$ cat src/dpcr_pkg.sv
// Shared types and constants for the depth pixel correct and rescale block.
package dpcr_pkg;

  // Configuration register indexes
  typedef enum logic [3:0] {
    REG_FRAME_WIDTH   = 4'd0,
    REG_FRAME_HEIGHT  = 4'd1,
    REG_RADIUS_SQ     = 4'd2,
    REG_DEPTH_CUR     = 4'd3,
    REG_OFFSET_CUR    = 4'd4,
    REG_DEPTH_NEW     = 4'd5,
    REG_OFFSET_NEW    = 4'd6,
    REG_MAX_INTENSITY = 4'd7
  } reg_idx_t;

  localparam int CFG_IDX_W  = 4;
  localparam int CFG_DATA_W = 40;

  localparam logic [10:0] FRAME_WIDTH_RST   = 11'd320;
  localparam logic [10:0] FRAME_HEIGHT_RST  = 11'd240;
  localparam logic [39:0] RADIUS_SQ_RST     = 40'd19660800;
  localparam logic [15:0] DEPTH_CUR_RST     = 16'd1000;
  localparam logic [15:0] OFFSET_CUR_RST    = 16'd0;
  localparam logic [15:0] DEPTH_NEW_RST     = 16'd1000;
  localparam logic [15:0] OFFSET_NEW_RST    = 16'd0;
  localparam logic [15:0] MAX_INTENSITY_RST = 16'd65535;

  localparam logic [15:0] VALUE_MAX = 16'hFFFF;

  typedef struct packed {
    logic [9:0]  pixel_row;
    logic [9:0]  pixel_col;
    logic [15:0] pixel_value;
  } pix_in_t;

  typedef struct packed {
    logic [15:0] out_value;
    logic        clamped;
  } pix_out_t;

  typedef struct packed {
    logic [10:0] frame_width;
    logic [10:0] frame_height;
    logic [39:0] radius_sq;
    logic [15:0] depth_cur;
    logic [15:0] offset_cur;
    logic [15:0] depth_new;
    logic [15:0] offset_new;
    logic [15:0] max_intensity;
  } cfg_t;

endpackage

$ cat src/dpcr_div.sv
// Pipelined restoring divider, one quotient bit per stage, with sideband.
module dpcr_div #(
  parameter int NUM_W = 57,
  parameter int DEN_W = 41,
  parameter int QUO_W = 16,
  parameter int SB_W  = 1
) (
  input  logic             clk,
  input  logic             rst,
  input  logic             en,
  input  logic             in_valid,
  input  logic [NUM_W-1:0] num,
  input  logic [DEN_W-1:0] den,
  input  logic [SB_W-1:0]  sb_in,
  output logic             out_valid,
  output logic [QUO_W-1:0] quo,
  output logic [SB_W-1:0]  sb_out
);
  import dpcr_pkg::*;

  localparam int XW = NUM_W + 1;

  logic [NUM_W-1:0] rem_s [QUO_W+1];
  logic [DEN_W-1:0] den_s [QUO_W+1];
  logic [QUO_W-1:0] quo_s [QUO_W+1];
  logic [SB_W-1:0]  sb_s  [QUO_W+1];
  logic             vld_s [QUO_W+1];

  assign rem_s[0] = num;
  assign den_s[0] = den;
  assign quo_s[0] = '0;
  assign sb_s[0]  = sb_in;
  assign vld_s[0] = in_valid;

  // Each stage tries the divisor shifted to its quotient bit
  for (genvar k = 0; k < QUO_W; k++) begin : g_stage
    localparam int Sh = QUO_W - 1 - k;
    logic [XW-1:0] dsh;
    logic [XW-1:0] diff;

    assign dsh  = XW'(den_s[k]) << Sh;
    assign diff = {1'b0, rem_s[k]} - dsh;

    always_ff @(posedge clk) begin
      if (rst) begin
        vld_s[k+1] <= 1'b0;
      end else if (en) begin
        vld_s[k+1] <= vld_s[k];
      end
    end

    always_ff @(posedge clk) begin
      if (en) begin
        rem_s[k+1] <= diff[NUM_W] ? rem_s[k] : diff[NUM_W-1:0];
        den_s[k+1] <= den_s[k];
        quo_s[k+1] <= {quo_s[k][QUO_W-2:0], ~diff[NUM_W]};
        sb_s[k+1]  <= sb_s[k];
      end
    end
  end

  assign out_valid = vld_s[QUO_W];
  assign quo       = quo_s[QUO_W];
  assign sb_out    = sb_s[QUO_W];

endmodule

$ cat src/dpcr_rescale.sv
// Depth range rescale with saturation and zero rule, ending in the output register.
module dpcr_rescale (
  input  logic               clk,
  input  logic               rst,
  input  logic               en,
  input  logic               in_valid,
  input  logic [15:0]        corr,
  input  dpcr_pkg::cfg_t     cfg,
  output logic               out_valid,
  output dpcr_pkg::pix_out_t out_data
);
  import dpcr_pkg::*;

  // settings-derived terms, steady while pixels flow
  logic signed [33:0] t_r;
  logic               skip_r;

  always_ff @(posedge clk) begin
    t_r    <= ($signed({1'b0, cfg.offset_cur}) - $signed({1'b0, cfg.offset_new}))
              * $signed({1'b0, cfg.max_intensity});
    skip_r <= (cfg.depth_cur == cfg.depth_new) && (cfg.offset_cur == cfg.offset_new);
  end

  // stage E: scale product
  logic        e_vld;
  logic [31:0] e_cd;
  logic [15:0] e_c;

  always_ff @(posedge clk) begin
    if (rst) begin
      e_vld <= 1'b0;
    end else if (en) begin
      e_vld <= in_valid;
    end
  end

  always_ff @(posedge clk) begin
    if (en) begin
      e_cd <= 32'(corr) * 32'(cfg.depth_cur);
      e_c  <= corr;
    end
  end

  // stage F: signed numerator
  logic               f_vld;
  logic signed [34:0] f_n;
  logic [15:0]        f_c;

  always_ff @(posedge clk) begin
    if (rst) begin
      f_vld <= 1'b0;
    end else if (en) begin
      f_vld <= e_vld;
    end
  end

  always_ff @(posedge clk) begin
    if (en) begin
      f_n <= $signed({3'b000, e_cd}) + 35'(t_r);
      f_c <= e_c;
    end
  end

  // range flags ahead of the divider
  logic f_neg, f_pos, f_over;

  assign f_neg  = f_n[34];
  assign f_pos  = !f_n[34] && (f_n != 35'sd0);
  assign f_over = !f_n[34] && (f_n[33:0] >= {2'b00, cfg.depth_new, 16'h0000});

  logic        d_vld;
  logic [15:0] d_quo;
  logic [18:0] d_sb;

  dpcr_div #(
    .NUM_W (33),
    .DEN_W (16),
    .QUO_W (16),
    .SB_W  (19)
  ) u_div (
    .clk       (clk),
    .rst       (rst),
    .en        (en),
    .in_valid  (f_vld),
    .num       (f_n[32:0]),
    .den       (cfg.depth_new),
    .sb_in     ({f_neg, f_pos, f_over, f_c}),
    .out_valid (d_vld),
    .quo       (d_quo),
    .sb_out    (d_sb)
  );

  // stage H: saturation and back product for the zero rule
  logic [15:0] q_sel;
  logic        h_vld;
  logic [15:0] h_q;
  logic [31:0] h_qdn;
  logic        h_clamp, h_pos;
  logic [15:0] h_c;

  always_comb begin
    if (d_sb[18]) begin
      q_sel = 16'd0;
    end else if (d_sb[16]) begin
      q_sel = VALUE_MAX;
    end else begin
      q_sel = d_quo;
    end
  end

  always_ff @(posedge clk) begin
    if (rst) begin
      h_vld <= 1'b0;
    end else if (en) begin
      h_vld <= d_vld;
    end
  end

  always_ff @(posedge clk) begin
    if (en) begin
      h_q     <= q_sel;
      h_qdn   <= 32'(q_sel) * 32'(cfg.depth_new);
      h_clamp <= d_sb[18] | d_sb[16];
      h_pos   <= d_sb[17];
      h_c     <= d_sb[15:0];
    end
  end

  // output register
  pix_out_t res;
  logic     zero_hit;

  assign zero_hit = !t_r[33] && (t_r[32:0] == {1'b0, h_qdn});

  always_comb begin
    if (skip_r) begin
      res.out_value = h_c;
      res.clamped   = 1'b0;
    end else if (cfg.depth_new == 16'd0) begin
      res.out_value = h_pos ? VALUE_MAX : 16'd0;
      res.clamped   = 1'b1;
    end else begin
      res.out_value = zero_hit ? 16'd0 : h_q;
      res.clamped   = h_clamp;
    end
  end

  always_ff @(posedge clk) begin
    if (rst) begin
      out_valid <= 1'b0;
    end else if (en) begin
      out_valid <= h_vld;
    end
  end

  always_ff @(posedge clk) begin
    if (en) begin
      out_data <= res;
    end
  end

endmodule

$ cat config.mk
export PLATFORM = sky130hd
export DESIGN_NAME = dpcr_rescale
export DESIGN_NICKNAME = d
export VERILOG_FILES = /design/src/dpcr_pkg.sv /design/src/dpcr_div.sv /design/src/dpcr_rescale.sv
export SDC_FILE = /design/constraint.sdc
export NUM_CORES = 2
export LEC_CHECK = 0
export ABC_AREA = 1
export BUFFER_PORTS_ARGS = -buffer_cell sky130_fd_sc_hd__buf_2
export CORE_MARGIN = 3
export CORE_UTILIZATION = 45
export CTS_BUF_LIST = sky130_fd_sc_hd__clkbuf_4 sky130_fd_sc_hd__clkbuf_8
export CTS_CLUSTER_DIAMETER = 150
export DETAILED_ROUTE_END_ITERATION = 8
export GPL_ROUTABILITY_DRIVEN = 0
export PLACE_DENSITY = 0.68
export SYNTH_ARGS = -nofsm -noshare
export SYNTH_HDL_FRONTEND = slang
export SYNTH_SLANG_ARGS = --single-unit
$ cat constraint.sdc
create_clock -name clk -period 6.8 [get_ports clk]
set_input_delay 0.68 -clock clk [delete_from_list [all_inputs] [get_ports clk]]
set_output_delay 0.68 -clock clk [all_outputs]
set_load 0.05 [all_outputs]
# [After elaboration in Yosys (flattened, before gate mapping)]
# Index checks and enable logic that the tools add are counted.
[op_classes] addsub=18 n_reduce_logical=8 eq_ne=3 multipliers=3 muxes=21 magnitude_cmp=1 bitwise=17
[ops] op="33-bit 2-to-1 mux" count=15
[ops] op="16-bit by 16-bit multiplier with 32-bit output" count=2
[ops] op="16-bit 2-to-1 mux" count=4
[ops] op="33-bit by 34-bit adder with 35-bit output" count=1
[ops] op="35-bit nonzero test" count=1
[ops] op="34-bit by 32-bit greater-or-equal comparator with 1-bit output" count=1
[ops] op="17-bit by 17-bit multiplier with 34-bit output" count=1
[ops] op="17-bit 2-to-1 mux" count=2
[ops] op="33-bit by 16-bit subtractor with 34-bit output" count=1
[ops] op="33-bit by 17-bit subtractor with 34-bit output" count=1
[ops] op="33-bit by 18-bit subtractor with 34-bit output" count=1
[ops] op="33-bit by 19-bit subtractor with 34-bit output" count=1
[ops] op="33-bit by 20-bit subtractor with 34-bit output" count=1
[ops] op="33-bit by 21-bit subtractor with 34-bit output" count=1
[ops] op="33-bit by 22-bit subtractor with 34-bit output" count=1
[ops] op="33-bit by 23-bit subtractor with 34-bit output" count=1
[ops] op="33-bit by 24-bit subtractor with 34-bit output" count=1
[ops] op="33-bit by 25-bit subtractor with 34-bit output" count=1
[ops] op="33-bit by 26-bit subtractor with 34-bit output" count=1
[ops] op="33-bit by 27-bit subtractor with 34-bit output" count=1
[ops] op="33-bit by 28-bit subtractor with 34-bit output" count=1
[ops] op="33-bit by 29-bit subtractor with 34-bit output" count=1
[ops] op="33-bit by 30-bit subtractor with 34-bit output" count=1
[ops] op="33-bit by 31-bit subtractor with 34-bit output" count=1
[ops] op="other kinds (8)" count=28
[word_totals] in_bits=162 regBits=1412 word_cells=166 out_inout_bits=18

# [Longest topological paths before layout]
[logic_depth] word_depth=5 depth_mapped=36 ltp_nobuf=36

# [Hierarchy]
# Synthesis repeated with hierarchy kept, for this count alone.
[hier_totals] hier_cells=11213 hier_area_um2=100201.1
[by_module_without_submodules] mod="dpcr_div" n_inst=1 area_each_um2=60448.0 cells_per_inst=6292
[by_module_without_submodules] mod="dpcr_rescale" n_inst=1 area_each_um2=39753.1 cells_per_inst=4921

# [Least setup slack after synthesis]
# No wires, ideal clock.
[synth_timing] path_type="input port to flip-flop" startpoint="input cfg[19] (netlist bit)" endpoint="register t_r[32]" t_arrival_ns=6.909 required_time_ns=6.688 setup_time_ns=0.112 path_slack_ns=-0.221 cell_stages=28 path_buffers=0 path_cell_list="inv_1 ha_1 a21oi_1 o21ai_2 nand2_1 nand3_2 nand2_1 nand2_1 a21oi_4 inv_2 nor2_1 fa_1 inv_1 fa_1 inv_1 fa_1 fa_1 fa_1 inv_1 fa_1 inv_1 ha_1 inv_1 nor3_1 nand2_1 nand3b_1 nand3_1 nand2_1"
[synth_between] elab_chain_cells=2
[synth_rtl] element="start: declaration" line="dpcr_rescale.sv:8" text="input dpcr_pkg::cfg_t cfg,"
[synth_rtl] element="16-bit by 16-bit subtractor with 17-bit output" line="dpcr_rescale.sv:19" text="t_r <= ($signed({1'b0, cfg.offset_cur}) - $signed({1'b0, cfg.offset_new}))"
[synth_rtl] element="17-bit by 17-bit multiplier with 34-bit output" line="dpcr_rescale.sv:20" text="* $signed({1'b0, cfg.max_intensity});"
[synth_rtl] element="end signal: assignment" line="dpcr_rescale.sv:19"
[synth_rtl] element="end: declaration" line="dpcr_rescale.sv:15" text="logic signed [33:0] t_r;"
# No other way between the ends.
# A chain may end at the register's enable or synchronous reset.

# [Worst setup path in the final report]
[layout_timing] startpoint="register u_div.sb_s (netlist bit u_div.sb_out[16])" endpoint="register h_qdn[20] (data pin)"
[layout_between] elab_chain_cells=3
[layout_rtl] element="start: declaration" line="dpcr_div.sv:26" text="logic [SB_W-1:0] sb_s [QUO_W+1];"
[layout_rtl] element="start signal: indexed assignment" line="dpcr_div.sv:57" text="sb_s[k+1] <= sb_s[k];"
[layout_rtl] element="16-bit 2-to-1 mux" line="dpcr_rescale.sv:104" text="end else if (d_sb[16]) begin"
[layout_rtl] element="16-bit 2-to-1 mux" line="dpcr_rescale.sv:102" text="if (d_sb[18]) begin"
[layout_rtl] element="16-bit by 16-bit multiplier with 32-bit output" line="dpcr_rescale.sv:122" text="h_qdn <= 32'(q_sel) * 32'(cfg.depth_new);"
[layout_rtl] element="end signal: assignment" line="dpcr_rescale.sv:122"
[layout_rtl] element="end: declaration" line="dpcr_rescale.sv:97" text="logic [31:0] h_qdn;"
# No other way between the ends.

==> metrics.md <==
| Metric | Value |
|---|---|
| DP Cell Count | 14300 |
| CP Capture Type | flop |
| Clk Tree Root Cell | clkbuf_8 |
| Clock Path Buffers | 3 |
| WL final | roughly 250 mm |
| Leading cell type in the layout, fill and taps excluded | nand2_1 |
| Initial antenna violation count | 7 |
| Vias post-DR | 77400 |
| Post-synth cell types | 61 |
| Minimum clock period | 6.57 ns |
| Worst endpoint required time | 7.45 ns |
| Post-route clock period utilization | 96.6% |
| Footprint of the multi-input gates | 49800 um2 |
| Worst-path clk slew | 0.06 ns |
| Mapped Nets | roughly 13000 |
| Drt pass-1 iters | 7 |
| Fin nets | 13100 |
| Global-route wire length before repair | ~400 mm |
| Per-cell routed wire length | ~17 um |
| Layout cells sized above 1 | under 10% |
| Fill cell instance count of the final layout | ~20000 |
| Max Cap Viol | 0 |
| Final HPWL DP | about 200 mm |
| Row count | 172 |
| Layout Cells excl Fill | approximately 15000 |
| Worst r2r src | u_div.sb_out[16] |
| CTS sink cnt | 1412 |
| Number of global-route vias before repair | 76500 |
| Initial drt markers | 7669 |
| FFs w/ async S/R, synth | 0% |
| H-tree Lvls | 4 |
| Hold_sp | cfg[41] |
| Slew @ Worst Pin | 1.06 ns |
| Core ar. | 221000 um2 |
| Die Width | 479 um |
| Cells after Synth | 11200 |
| Worst-path fanout max | 10 |
| Arrival time worst endpoint | 7.22 ns |
| Final hold viol count | 0 |
| I/O Buffers | 117 |
| Worst r2r dst | h_qdn[20] |
| Num CTS Buffers | about 230 |
| RSZ-0062 raised after global routing | no |
| Post-synthesis average cell area | 8.99 um2 |
| Hold Path Class | input port to flop |
| Reg area | 41900 um2 |
| Area growth syn-to-layout | 10.2% |
| Die height | 479 um |
| Setup-failing EPs final | 0 |
| Hold EP | u_div.den_s[249] |
| DRC viols | 0 |
| Mapped Area | 101000 um2 |
| CTS tree | yes |
| Rel. slew slack | between 20% and 30% |
| Most frequent cells in the layout | nand2_1 (2955), inv_1 (2060), edfxtp_1 (1357) |
| Worst-Skew Late Latency | 0.97 ns |
| Worst R2R Path Depth | 23 |
| Post-synth EDFFs | between 1000 and 1500 |
| Yosys reg bits | 1412 |
| Status | complete, no violations |
| Gr usage total | 21.8% |
| Critical path type | flop to flop |
| Post-route ant nets | 0 |
| Synthesis warning total | 0 |
| Top FF cell, synth | edfxtp_1 |
| Via density | 5.25 |
| Initial Utilization | a little under half |
| Largest net degree at the start of global routing | ~170 |
| I/O pins | 180 |
| F_max | 152 MHz |
| Slew Viols, Final | 0 |
| Clock skew | between 0.07 and 0.08 ns |
| Die Area | 229000 um2 |
| Global route overflow | 0 |
| Hold Crit Depth | 1 |
| Post-synthesis sequential area ratio | roughly two fifths |
| Slack of the worst reg-to-reg path | 0.23 ns |
| CP startpoint kind | flop |
-- cell type report --
class / instances / area share, %
antenna: 4 / 0.00904
clock buffer: 290 / 3.29
clock inverter: 122 / 0.946
inverter: 2098 / 7.13
multi-input combinational: 7487 / 45.0
sequential: 1412 / 37.8
tap: 2958 / 3.34
timing repair buffer: 390 / 2.53
-- synthesized netlist by cell type (32+ instances only) --
master       n  area share, %
a21oi_1    473            2.4
a21oi_2     45           0.39
buf_6       34           0.38
clkbuf_1   115           0.43
dfxtp_1     55            1.1
edfxtp_1  1357             41
fa_1       684             14
ha_1       614            7.6
inv_1     2065            7.7
nand2_1   2956             11
nand3_1    557            2.8
nand3b_1    71           0.53
nand4_1    169            1.1
nor2_1     938            3.5
nor3_1     101           0.50
o21ai_0    287            1.4
o21ai_1     69           0.34
o21ai_2     32           0.28
o21bai_1    46           0.34
xnor2_1    112           0.98
xor2_1     140            1.2
-- state kept, by name, indices dropped and copies added (netlist names), 15 cells and up --
name,flops
h_c,16
out_data,17
u_div.quo_s,120
e_cd,32
f_n,35
u_div.quo,16
e_c,16
h_q,16
u_div.vld_s,15
u_div.rem_s,495
h_qdn,32
u_div.den_s,240
t_r,34
u_div.sb_out,19
u_div.sb_s,285
f_c,16
-- layer usage --
metal	wire, um	vias up	global-route usage (%)
met5	32	-	0
met1	103000	36500	28.5
met4	10200	4	8.52
met3	21600	677	4.11
met2	118000	3514	35.9
li1	-	36700	-
-- stage by stage --
step	TNS (ns)	utilization (%)	hold WS, ns	area [um2]	setup slack, ns
finish	0	50.2	0.156	111000	0.234
CTS	0	50.1	0.0515	111000	0.0301
floorplan	-0.000548	-	0.400	101000	-0.000548
global route	0	50.2	0.0883	111000	0.00976
detailed placement	-6.41	48.0	0.405	106000	-0.416
global placement	-4.04	48.0	0.400	106000	-0.343
-- worst max-delay path: stages (launching register included) --
cell	delay, ns
edfxtp_1	0.39
buf_4	0.16
buf_4	0.14
o21ai_0	0.41
inv_1	0.41
nand2_1	0.21
fa_1	0.44
fa_1	0.54
inv_1	0.05
fa_1	0.47
inv_1	0.05
fa_1	0.47
fa_1	0.51
inv_1	0.06
fa_1	0.48
ha_1	0.40
a21oi_1	0.31
o21ai_0	0.19
a21oi_1	0.21
nand2_1	0.12
nand2_1	0.09
nand2_1	0.05
nand2_1	0.07
nand2_1	0.05
-- how the worst max path moves through the flow --
stage,from,endpoint,slack (ns),depth (start not counted)
after detailed placement,cfg[16],t_r[32],-0.42,28
final,u_div.sb_out[16],h_qdn[20],0.23,23
after CTS,u_div.sb_out[18],h_qdn[23],0.03,23
after global routing,u_div.sb_out[18],h_qdn[29],0.01,26
after global placement,cfg[16],t_r[33],-0.34,32
after floorplan,cfg[48],t_r[32],-0.0005,28
-- cells by family after synthesis --
family                     synth area share [%]
xor gates and xnor gates                   2.23
and+or+nand+nor                            20.4
buffers and inverters                      8.86
DFF                                        41.6
AOI/OAI and AO/OA                          5.58
adders and majority gates                  21.3
-- repair_timing --
item	4_1_cts	5_1_grt
endpoints found under the hold margin	15	0
setup endpoints to repair	0	18
resized for setup	0	7
buffers inserted	0	6
hold buffers	4	0
Power is left out: the tool's default activity adds up to more than one toggle a clock period on the data nets, which glitch-free logic cannot reach.
